**config.mk**
```make
export PLATFORM = sky130hd
export DESIGN_NAME = tvd_ctrl
export DESIGN_NICKNAME = d
export VERILOG_FILES = /design/src/hdl/tvd_pkg.sv /design/src/hdl/tvd_ctrl.sv
export SDC_FILE = /design/constraint.sdc
export NUM_CORES = 1
export LEC_CHECK = 0
export BUFFER_PORTS_ARGS = -buffer_cell sky130_fd_sc_hd__buf_2
export CORE_MARGIN = 3
export CORE_UTILIZATION = 59
export CTS_CLUSTER_SIZE = 10
export DETAILED_ROUTE_END_ITERATION = 7
export GPL_TIMING_DRIVEN = 0
export PLACE_DENSITY_LB_ADDON = 0.05
export SETUP_SLACK_MARGIN = 0.3
export SLEW_MARGIN = 40
export SYNTH_ARGS = -nofsm -noshare
export SYNTH_HDL_FRONTEND = slang
export SYNTH_SLANG_ARGS = --single-unit
```
**constraint.sdc**
```tcl
create_clock -name clk -period 4.7 [get_ports clk]
set_input_delay 0 -clock clk [delete_from_list [all_inputs] [get_ports clk]]
set_output_delay 0 -clock clk [all_outputs]
set_load 0.03 [all_outputs]
```
**src/hdl/tvd_pkg.sv**
```systemverilog
// Shared constants, register indexes and the controller command type of the
// TV denoise gradient step core. Depends on nothing.
package tvd_pkg;

	localparam int MAX_WIDTH  = 1024;
	localparam int COL_W      = $clog2(MAX_WIDTH);
	localparam int MAX_HEIGHT = 4096;
	localparam int ROW_W      = $clog2(MAX_HEIGHT);
	localparam int PIX_W      = 16;
	localparam int GRAD_W     = 24;
	localparam int CFG_W      = 16;
	localparam int CFG_IDX_W  = 3;
	localparam int WREG_W     = 11;
	localparam int HREG_W     = 13;

	localparam logic [CFG_IDX_W-1:0] REG_LAMBDA = 3'd0;
	localparam logic [CFG_IDX_W-1:0] REG_STEP   = 3'd1;
	localparam logic [CFG_IDX_W-1:0] REG_SMOOTH = 3'd2;
	localparam logic [CFG_IDX_W-1:0] REG_WIDTH  = 3'd3;
	localparam logic [CFG_IDX_W-1:0] REG_HEIGHT = 3'd4;

	typedef struct packed {
		logic             wr;
		logic [1:0]       wr_row;
		logic [COL_W-1:0] wr_col;
		logic             rd;
		logic [1:0]       rd_row;
		logic [COL_W-1:0] rd_col;
		logic             obs_rd;
		logic             obs_row;
		logic [COL_W-1:0] obs_col;
		logic             win_cap;
		logic [3:0]       win_idx;
		logic             obs_cap;
		logic [1:0]       term;
		logic             norm_start;
		logic             acc_clr;
		logic             acc;
		logic             grad1;
		logic             grad2;
		logic             upd1;
		logic             upd2;
		logic             out_load;
	} tvd_cmd_t;

endpackage

```
**src/hdl/tvd_ctrl.sv**
```systemverilog
// Controller of the TV denoise core: frame position, window fetch sequence,
// term scheduling and output handshake. Depends on tvd_pkg.
module tvd_ctrl (
	input  logic                      clk,
	input  logic                      arst_n,
	input  logic                      restart,
	input  logic [tvd_pkg::WREG_W-1:0] eff_w,
	input  logic [tvd_pkg::HREG_W-1:0] eff_h,
	input  logic                      in_valid,
	input  logic                      in_flush,
	output logic                      in_ready,
	input  logic                      norm_done,
	output logic                      out_valid,
	output logic                      out_last,
	input  logic                      out_ready,
	output tvd_pkg::tvd_cmd_t         cmd
);

	typedef enum logic [3:0] {
		S_IDLE, S_FETCH, S_TERM, S_NORM, S_GRAD1, S_GRAD2, S_UPD1, S_UPD2, S_OUT
	} state_t;

	state_t                      state_q;
	logic [tvd_pkg::HREG_W-1:0]  row_q;
	logic [tvd_pkg::WREG_W-1:0]  col_q;
	logic [tvd_pkg::ROW_W-1:0]   r_q;
	logic [tvd_pkg::COL_W-1:0]   c_q;
	logic                        last_q;
	logic [3:0]                  cnt_q;
	logic [1:0]                  term_q;
	logic                        out_valid_q;
	logic                        out_last_q;

	logic                        accept, in_frame, produce;
	logic [tvd_pkg::WREG_W-1:0]  col_n;
	logic [tvd_pkg::ROW_W-1:0]   lastr, r_n, rr;
	logic [tvd_pkg::COL_W-1:0]   lastc, c_n, cc;
	logic [1:0]                  rsel, csel;
	logic [3:0]                  term_en;

	assign in_ready  = (state_q == S_IDLE);
	assign accept    = in_valid && in_ready;
	assign in_frame  = (row_q < eff_h);
	assign produce   = (row_q >= 13'd2) || (row_q == 13'd1 && col_q != '0);
	assign col_n     = col_q + 11'd1;
	assign lastr     = 12'(eff_h - 13'd1);
	assign lastc     = 10'(eff_w - 11'd1);
	assign r_n       = 12'(row_q - ((col_q == '0) ? 13'd2 : 13'd1));
	assign c_n       = (col_q == '0) ? lastc : 10'(col_q - 11'd1);
	assign term_en   = {c_q != '0, c_q < lastc, r_q != '0, r_q < lastr};
	assign out_valid = out_valid_q;
	assign out_last  = out_last_q;

	always_comb begin
		unique case (cnt_q)
			4'd0:    begin rsel = 2'd0; csel = 2'd0; end
			4'd1:    begin rsel = 2'd0; csel = 2'd1; end
			4'd2:    begin rsel = 2'd0; csel = 2'd2; end
			4'd3:    begin rsel = 2'd1; csel = 2'd0; end
			4'd4:    begin rsel = 2'd1; csel = 2'd1; end
			4'd5:    begin rsel = 2'd1; csel = 2'd2; end
			4'd6:    begin rsel = 2'd2; csel = 2'd0; end
			4'd7:    begin rsel = 2'd2; csel = 2'd1; end
			default: begin rsel = 2'd2; csel = 2'd2; end
		endcase
		// Neighbours beyond the border repeat the edge pixel.
		unique case (rsel)
			2'd0:    rr = (r_q == '0) ? r_q : r_q - 12'd1;
			2'd1:    rr = r_q;
			default: rr = (r_q == lastr) ? r_q : r_q + 12'd1;
		endcase
		unique case (csel)
			2'd0:    cc = (c_q == '0) ? c_q : c_q - 10'd1;
			2'd1:    cc = c_q;
			default: cc = (c_q == lastc) ? c_q : c_q + 10'd1;
		endcase
	end

	always_comb begin
		cmd            = '0;
		cmd.wr         = accept && in_frame && !in_flush;
		cmd.wr_row     = row_q[1:0];
		cmd.wr_col     = col_q[tvd_pkg::COL_W-1:0];
		cmd.rd_row     = rr[1:0];
		cmd.rd_col     = cc;
		cmd.obs_row    = r_q[0];
		cmd.obs_col    = c_q;
		cmd.win_idx    = cnt_q - 4'd1;
		cmd.term       = term_q;
		unique case (state_q)
			S_FETCH: begin
				cmd.rd      = (cnt_q < 4'd9);
				cmd.win_cap = (cnt_q != '0);
				cmd.obs_rd  = (cnt_q == '0);
				cmd.obs_cap = (cnt_q == 4'd1);
				cmd.acc_clr = (cnt_q == '0);
			end
			S_TERM:  cmd.norm_start = term_en[term_q];
			S_NORM:  cmd.acc = norm_done;
			S_GRAD1: cmd.grad1 = 1'b1;
			S_GRAD2: cmd.grad2 = 1'b1;
			S_UPD1:  cmd.upd1 = 1'b1;
			S_UPD2:  cmd.upd2 = 1'b1;
			S_OUT:   cmd.out_load = !out_valid_q || out_ready;
			default: cmd.wr = accept && in_frame && !in_flush;
		endcase
	end

	always_ff @(posedge clk or negedge arst_n) begin
		if (!arst_n) begin
			state_q     <= S_IDLE;
			row_q       <= '0;
			col_q       <= '0;
			r_q         <= '0;
			c_q         <= '0;
			last_q      <= 1'b0;
			cnt_q       <= '0;
			term_q      <= '0;
			out_valid_q <= 1'b0;
			out_last_q  <= 1'b0;
		end else begin
			// The frame-end flag travels with the result it belongs to.
			if (state_q == S_OUT && (!out_valid_q || out_ready)) begin
				out_valid_q <= 1'b1;
				out_last_q  <= last_q;
			end else if (out_ready) begin
				out_valid_q <= 1'b0;
			end
			unique case (state_q)
				S_IDLE: begin
					if (restart) begin
						row_q <= '0;
						col_q <= '0;
					end else if (accept && !(in_frame && in_flush)) begin
						if (produce) begin
							r_q     <= r_n;
							c_q     <= c_n;
							last_q  <= (r_n == lastr) && (c_n == lastc);
							cnt_q   <= '0;
							state_q <= S_FETCH;
						end
						if (in_frame) begin
							if (col_n == eff_w) begin
								col_q <= '0;
								row_q <= row_q + 13'd1;
							end else begin
								col_q <= col_n;
							end
						end else if (col_n > eff_w) begin
							col_q <= '0;
							row_q <= '0;
						end else begin
							col_q <= col_n;
						end
					end
				end
				S_FETCH: begin
					if (cnt_q == 4'd9) begin
						term_q  <= '0;
						state_q <= S_TERM;
					end else begin
						cnt_q <= cnt_q + 4'd1;
					end
				end
				S_TERM: begin
					if (term_en[term_q])   state_q <= S_NORM;
					else if (term_q == 2'd3) state_q <= S_GRAD1;
					else                   term_q <= term_q + 2'd1;
				end
				S_NORM: begin
					if (norm_done) begin
						if (term_q == 2'd3) begin
							state_q <= S_GRAD1;
						end else begin
							term_q  <= term_q + 2'd1;
							state_q <= S_TERM;
						end
					end
				end
				S_GRAD1: state_q <= S_GRAD2;
				S_GRAD2: state_q <= S_UPD1;
				S_UPD1:  state_q <= S_UPD2;
				S_UPD2:  state_q <= S_OUT;
				S_OUT: begin
					if (!out_valid_q || out_ready) state_q <= S_IDLE;
				end
				default: state_q <= S_IDLE;
			endcase
		end
	end

endmodule

```
Yosys cells after proc, flatten, opt, wreduce, memory -nomap -nowiden

Memories as Yosys holds them, arrays and structs flattened.
Index checks and enable logic that the tools add are counted.

Memory bits (read-only): 32
Logic and storage cells: 150
Flip-flop bits (word level): 59
Memories kept: 1

Reductions and logical operators: 35
Equality and inequality tests: 29
Bitwise logic cells: 1
$lt $le $gt $ge: 7
$add $sub $neg: 13
Multiplexer cells: 54

Memory list:

| name            | depth | bits a word | rd ports | clocked after memory_dff | write ports | line           | source |
|---|---|---|---|---|---|---|---|
| (no name shown) | 8     | 4           | 1        | 0                        | 0           | tvd_ctrl.sv:55 | `unique case (cnt_q)` |

Operator list:

| operator                                                               | count |
|---|---|
| 13-bit 2-to-1 mux                                                      | 5 |
| 11-bit 2-to-1 mux                                                      | 5 |
| 4-bit 2-to-1 mux                                                       | 13 |
| 4-bit one-hot mux with 9 select lines                                  | 1 |
| 10-bit 2-to-1 mux                                                      | 3 |
| 10-bit by 1-bit subtractor with 10-bit output, second input constant   | 3 |
| 12-bit == test                                                         | 2 |
| 10-bit == test                                                         | 2 |
| 10-bit one-hot mux with 2 select lines                                 | 1 |
| 4-bit by 3-bit == test with 1-bit output, second input constant        | 4 |
| 1-bit 2-to-1 mux                                                       | 14 |
| 2-bit 2-to-1 mux                                                       | 7 |
| 13-bit by 1-bit adder with 13-bit output, second input constant        | 1 |
| 13-bit by 1-bit == test with 1-bit output, second input constant       | 1 |
| 13-bit by 2-bit >= comparator with 1-bit output, second input constant | 1 |
| 13-bit < comparator                                                    | 1 |
| 12-bit zero test                                                       | 1 |
| 12-bit < comparator                                                    | 1 |
| 4-bit AND reduction                                                    | 3 |
| 12-bit nonzero test                                                    | 1 |
| 12-bit by 1-bit subtractor with 12-bit output, second input constant   | 1 |
| 12-bit by 2-bit subtractor with 12-bit output                          | 1 |
| 11-bit by 1-bit adder with 11-bit output, second input constant        | 1 |
| 11-bit == test                                                         | 1 |
| other kinds (39)                                                       | 65 |

Logic depth before layout (Yosys ltp)

Depth after elaboration: 7
Depth in mapped cells: 17

Worst setup path after synthesis

OpenSTA, ideal clock, no wires.

Path kind: register to register
Start point: register col_q[0] (netlist bit)
End point: register last_q
Setup slack: 0.709 ns
Period minus slack after synthesis: 3.991 ns
Data arrival time: 3.881 ns
Cell stages (with the launch flop): 18
Library setup time: 0.110 ns
Path through: dfrtp_1 > clkbuf_1 > inv_1 > ha_1 > nand2_1 > nor2_1 > inv_2 > clkbuf_1 > ha_1 > inv_1 > fa_1 > or4_1 > nor4_1 > xnor2_1 > xor2_1 > a21oi_1 > nand4_1 > o41ai_1

Cells in the longest elaborated chain, start to end: 5
Elaborated cells on any way between the ends: 12
Those cells by class: 2 x add/sub; 2 x eq/ne; 2 x mux; 6 x reduce/logical

Ends and longest elaborated chain:

| element                                       | line                           | source |
|---|---|---|
| start, declared                               | tvd_ctrl.sv:25                 | `logic [tvd_pkg::WREG_W-1:0] col_q;` |
| start signal, assigned                        | tvd_ctrl.sv:147                | `col_q <= col_n;` |
| start signal, assigned                        | tvd_ctrl.sv:153                | `col_q <= col_n;` |
| 11-bit zero test                              | tvd_ctrl.sv:48, tvd_ctrl.sv:49 |  |
| 2-bit 2-to-1 mux                              | tvd_ctrl.sv:48                 | `assign r_n = 12'(row_q - ((col_q == '0) ? 13'd2 : 13'd1));` |
| 12-bit by 2-bit subtractor with 12-bit output | tvd_ctrl.sv:48                 |  |
| 12-bit == test                                | tvd_ctrl.sv:138                | `last_q <= (r_n == lastr) && (c_n == lastc);` |
| 1-bit logical AND                             | tvd_ctrl.sv:138                |  |
| end signal, assigned                          | tvd_ctrl.sv:138                |  |
| end, declared                                 | tvd_ctrl.sv:28                 | `logic last_q;` |

Parallel ways exist; a longest one is shown, timed or not.
A chain may end at the register's enable or synchronous reset.

Final worst setup path

Same ends and word-level chain as after synthesis.

==> impl_metrics.py <==
metrics = {
    "power_and_ir_drop": {
        "p_clk_share_pct": 10.3,
        "p_switching_w": 0.00220,
        "p_seq_share_pct": 20.3,
        "switching_share_pct": 53.0,
        "power_leakage_nw": 3.36,
        "ir_drop_uv": 357,
        "p_int_w": 0.00195,
        "combPwrFrac_pct": 69.5,
        "p_per_area_nw_per_um2": 614,
        "p_total_w": 0.00415,
    },
    "global_route": {
        "antenna_found_initial": 0,
        "grt_pass1_vias": 5844,
        "grtUsageTotal_pct": 29.2,
        "gr-total-overflow": 0,
        "grt_max_degree": 60,
        "grt_first_pass_wirelength_um": 27300,
    },
    "logic_synthesis": {
        "synth.area.top_cells": "dfrtp_1, ha_1, xnor2_1, nand2_1, nor2_1",
        "synth_xor_area_share_pct": 10.7,
        "seq_area_frac_synth_pct": 25.0,
        "synth.distinct_cells": 67,
        "synth-seq-cells": 59,
        "yosysTopAreaCellShare_pct": 25.0,
        "synth_compound_area_share_pct": 17.0,
        "synth-edff-count": 0,
        "synthFlopType": "dfrtp_1",
        "synth-simple-area-share_pct": 24.6,
        "yosysTopAreaCell": "dfrtp_1",
        "synth_nets": 836,
        "syn_area_um2": 5910,
        "synth_fa_ha_area_share_pct": 13.5,
        "synth_warnings": 0,
        "synthMuxAreaShare_pct": 1.97,
        "synth_cells": 742,
        "avgSynthCellArea_um2": 7.97,
        "synth_top_family_by_area": "simple AND/OR/NAND/NOR gates",
        "synth_async_sr_flop_share_pct": 100,
    },
    "placement": {
        "io_buffers": 86,
        "place_congestion": 0.905,
        "place_ws_ns": -0.0796,
        "dp_hpwl_um": 12500,
    },
    "route": {
        "wl_um": 15900,
        "vias": 5802,
        "postRouteAntennaNets": 0,
        "drt_iter0_drc": 377,
        "drc": 0,
        "routedWlPerCell_um": 16.3,
        "first_pass_iters": 5,
        "via_per_inst": 5.95,
    },
    "worst_setup_path": {
        "startpoint_type": "flop",
        "critPathKind": "reg2reg",
        "crit_chain": "buf_2 -> inv_1 -> ha_1 -> nand2_2 -> nor2_2 -> inv_2 -> clkbuf_4 -> ha_1 -> inv_1 -> fa_1 -> or4_1 -> nor4_2 -> xnor2_1 -> xor2_1 -> a21oi_1 -> nand4_1 -> o41ai_2",
        "slowest_delay_ns": 0.60,
        "path_buf_inv": 5,
        "critPathCaptureType": "flop",
        "reg2reg_to": "last_q",
        "required_ns": 4.93,
        "cp_data_arrival_time_ns": 4.41,
        "crit_slowest_cell": "or4_1",
        "reg2reg_setup_slack_ns": 0.52,
        "reg2reg_from": "col_q[0]",
        "rr_worst_depth": 17,
        "worstPathMaxFanout": 12,
        "cp_top_family": "simple AND/OR/NAND/NOR gates",
    },
    "sta": {
        "finalCriticalPeriod_ns": 4.18,
        "maxSlewHeadroom_pct": 46.3,
        "hold_viol": 0,
        "report.final.slew_viol_count": 0,
        "setup_violations": 0,
        "finalCritPeriodShare_pct": 89.0,
        "rsz0062_at_grt": "false",
        "fmax_ghz": 0.239,
        "timing.hold.ws_ns": 0.0406,
        "worst_pin_slew_ns": 0.804,
        "worst_slack_ns": 0.519,
        "clock-skew-final_ns": 0.00997,
    },
    "layout": {
        "fill_cells": 789,
        "layout-drive-gt1-share_pct": 16.9,
        "final_cell_mix": "buf_2, nand2_1, ha_1",
        "final_util_pct": 71.2,
        "area_delta_synth_final_pct": 14.4,
        "diodes": 0,
        "nets": 935,
        "final_common_cell": "buf_2",
    },
    "hold_path": {
        "whs_path_depth": 4,
        "min_to": "state_q[0]",
        "hold_start": "norm_done",
        "hp-class": "in2reg",
    },
    "clocking": {
        "clk_pin_slew_worst_paths_ns": 0.07,
        "htreeDepth": 3,
        "clock_latency_ns": 0.34,
        "post_cts_buffers": 0,
        "cts_made_buffers": 9,
        "clock-sinks": 59,
        "cts-root-buf": "clkbuf_8",
        "cts_buffer_depth": 2,
        "cts_tree": "built",
    },
    "floorplanning": {
        "io_pins": 88,
        "die_h_um": 106,
        "fp.coreArea_um2": 9500,
        "die_x_um": 106,
        "die-area_um2": 11300,
        "start_util_pct": 62.2,
        "core.rowCount": 35,
    },
    "flow_run": {
        "max_cap_violations": 0,
    },
    "status": {
        "outcome": "finished, final reports clean",
    },
}
[cells in the mapped netlist (all sizes together), types with 23 or more instances]
cell	count
a21oi	30
clkbuf	25
dfrtp	59
ha	62
inv	56
nand2	73
nand3	36
nor2	56
nor3	23
o21ai	51
xnor2	49
xor2	23
[worst register-to-register path, stage by stage (launching register included)]
cell and delay (ns):
dfrtp_1 0.42, buf_2 0.23, inv_1 0.13, ha_1 0.28, nand2_2 0.13, nor2_2 0.09, inv_2 0.06, clkbuf_4 0.22
ha_1 0.18, inv_1 0.05, fa_1 0.42, or4_1 0.60, nor4_2 0.22, xnor2_1 0.23, xor2_1 0.17, a21oi_1 0.14
nand4_1 0.13, o41ai_2 0.36
[worst max-delay path by stage]
stage,from,endpoint,cells after the start
after floorplan,col_q[0],last_q,17
after global placement,col_q[0],last_q,17
after detailed placement,col_q[0],last_q,17
after CTS,col_q[0],last_q,17
after global routing,col_q[0],last_q,17
final,col_q[0],last_q,17
[area by class of cell]
type	instances	area (µm²)	share of cell area, %
inverters	56	210	3.11
clock inverters	4	25.0	0.370
clock buffers	12	155	2.29
multi-input cells	583	4050	59.9
repair buffers	88	457	6.75
plain buffers	44	230	3.40
flip-flops and latches	59	1480	21.8
well taps	129	161	2.39
[logic make-up after synthesis]
group	after synthesis
muxes	11
DFF	59
buffers and inverters	100
adders and majority gates	63
and+or+nand+nor	283
xor gates and xnor gates	72
AOI/OAI and AO/OA	154
[power by group through the flow]
stage / sequential, W / combinational [W] / clock (W)
after floorplan: 0.000871 / 0.00209 / 0
after global placement: 0.000837 / 0.00273 / 0
after detailed placement: 0.000844 / 0.00280 / 0
after CTS: 0.000836 / 0.00284 / 0.000435
after global routing: 0.000868 / 0.00316 / 0.000454
final: 0.000841 / 0.00288 / 0.000426
[per-layer routing]
metal  GRT usage [%]  routed length (µm)
met1            37.9                6960
met2            51.0                7710
met3            2.98                 882
met4            9.71                 385
met5               0                   0
[flip-flops by register name, indices dropped and copies added, names as in the netlist]
name       count
out_valid      1
c_q           10
out_last       1
r_q           12
term_q         2
state_q        4
last_q         1
row_q         13
col_q         11
cnt_q          4
[stage by stage]
stage / cell area [µm²] / instances / TNS (ns)
2_1_floorplan: 5910 / 742 / 0
3_3_place_gp: 6500 / 957 / 0
3_5_place_dp: 6520 / 957 / -0.0796
4_1_cts: 6730 / 975 / 0
5_1_grt: 6760 / 975 / 0
6_report: 6760 / 975 / 0
[timing repair]
action / in CTS / in global routing
resized for setup: 5 / 8
pin swaps: 0 / 1
hold buffers: 2 / 0
endpoints found under the setup margin: 1 / 21
hold endpoints to repair: 60 / 0
No activity file was read; power rests on OpenSTA's default activity.
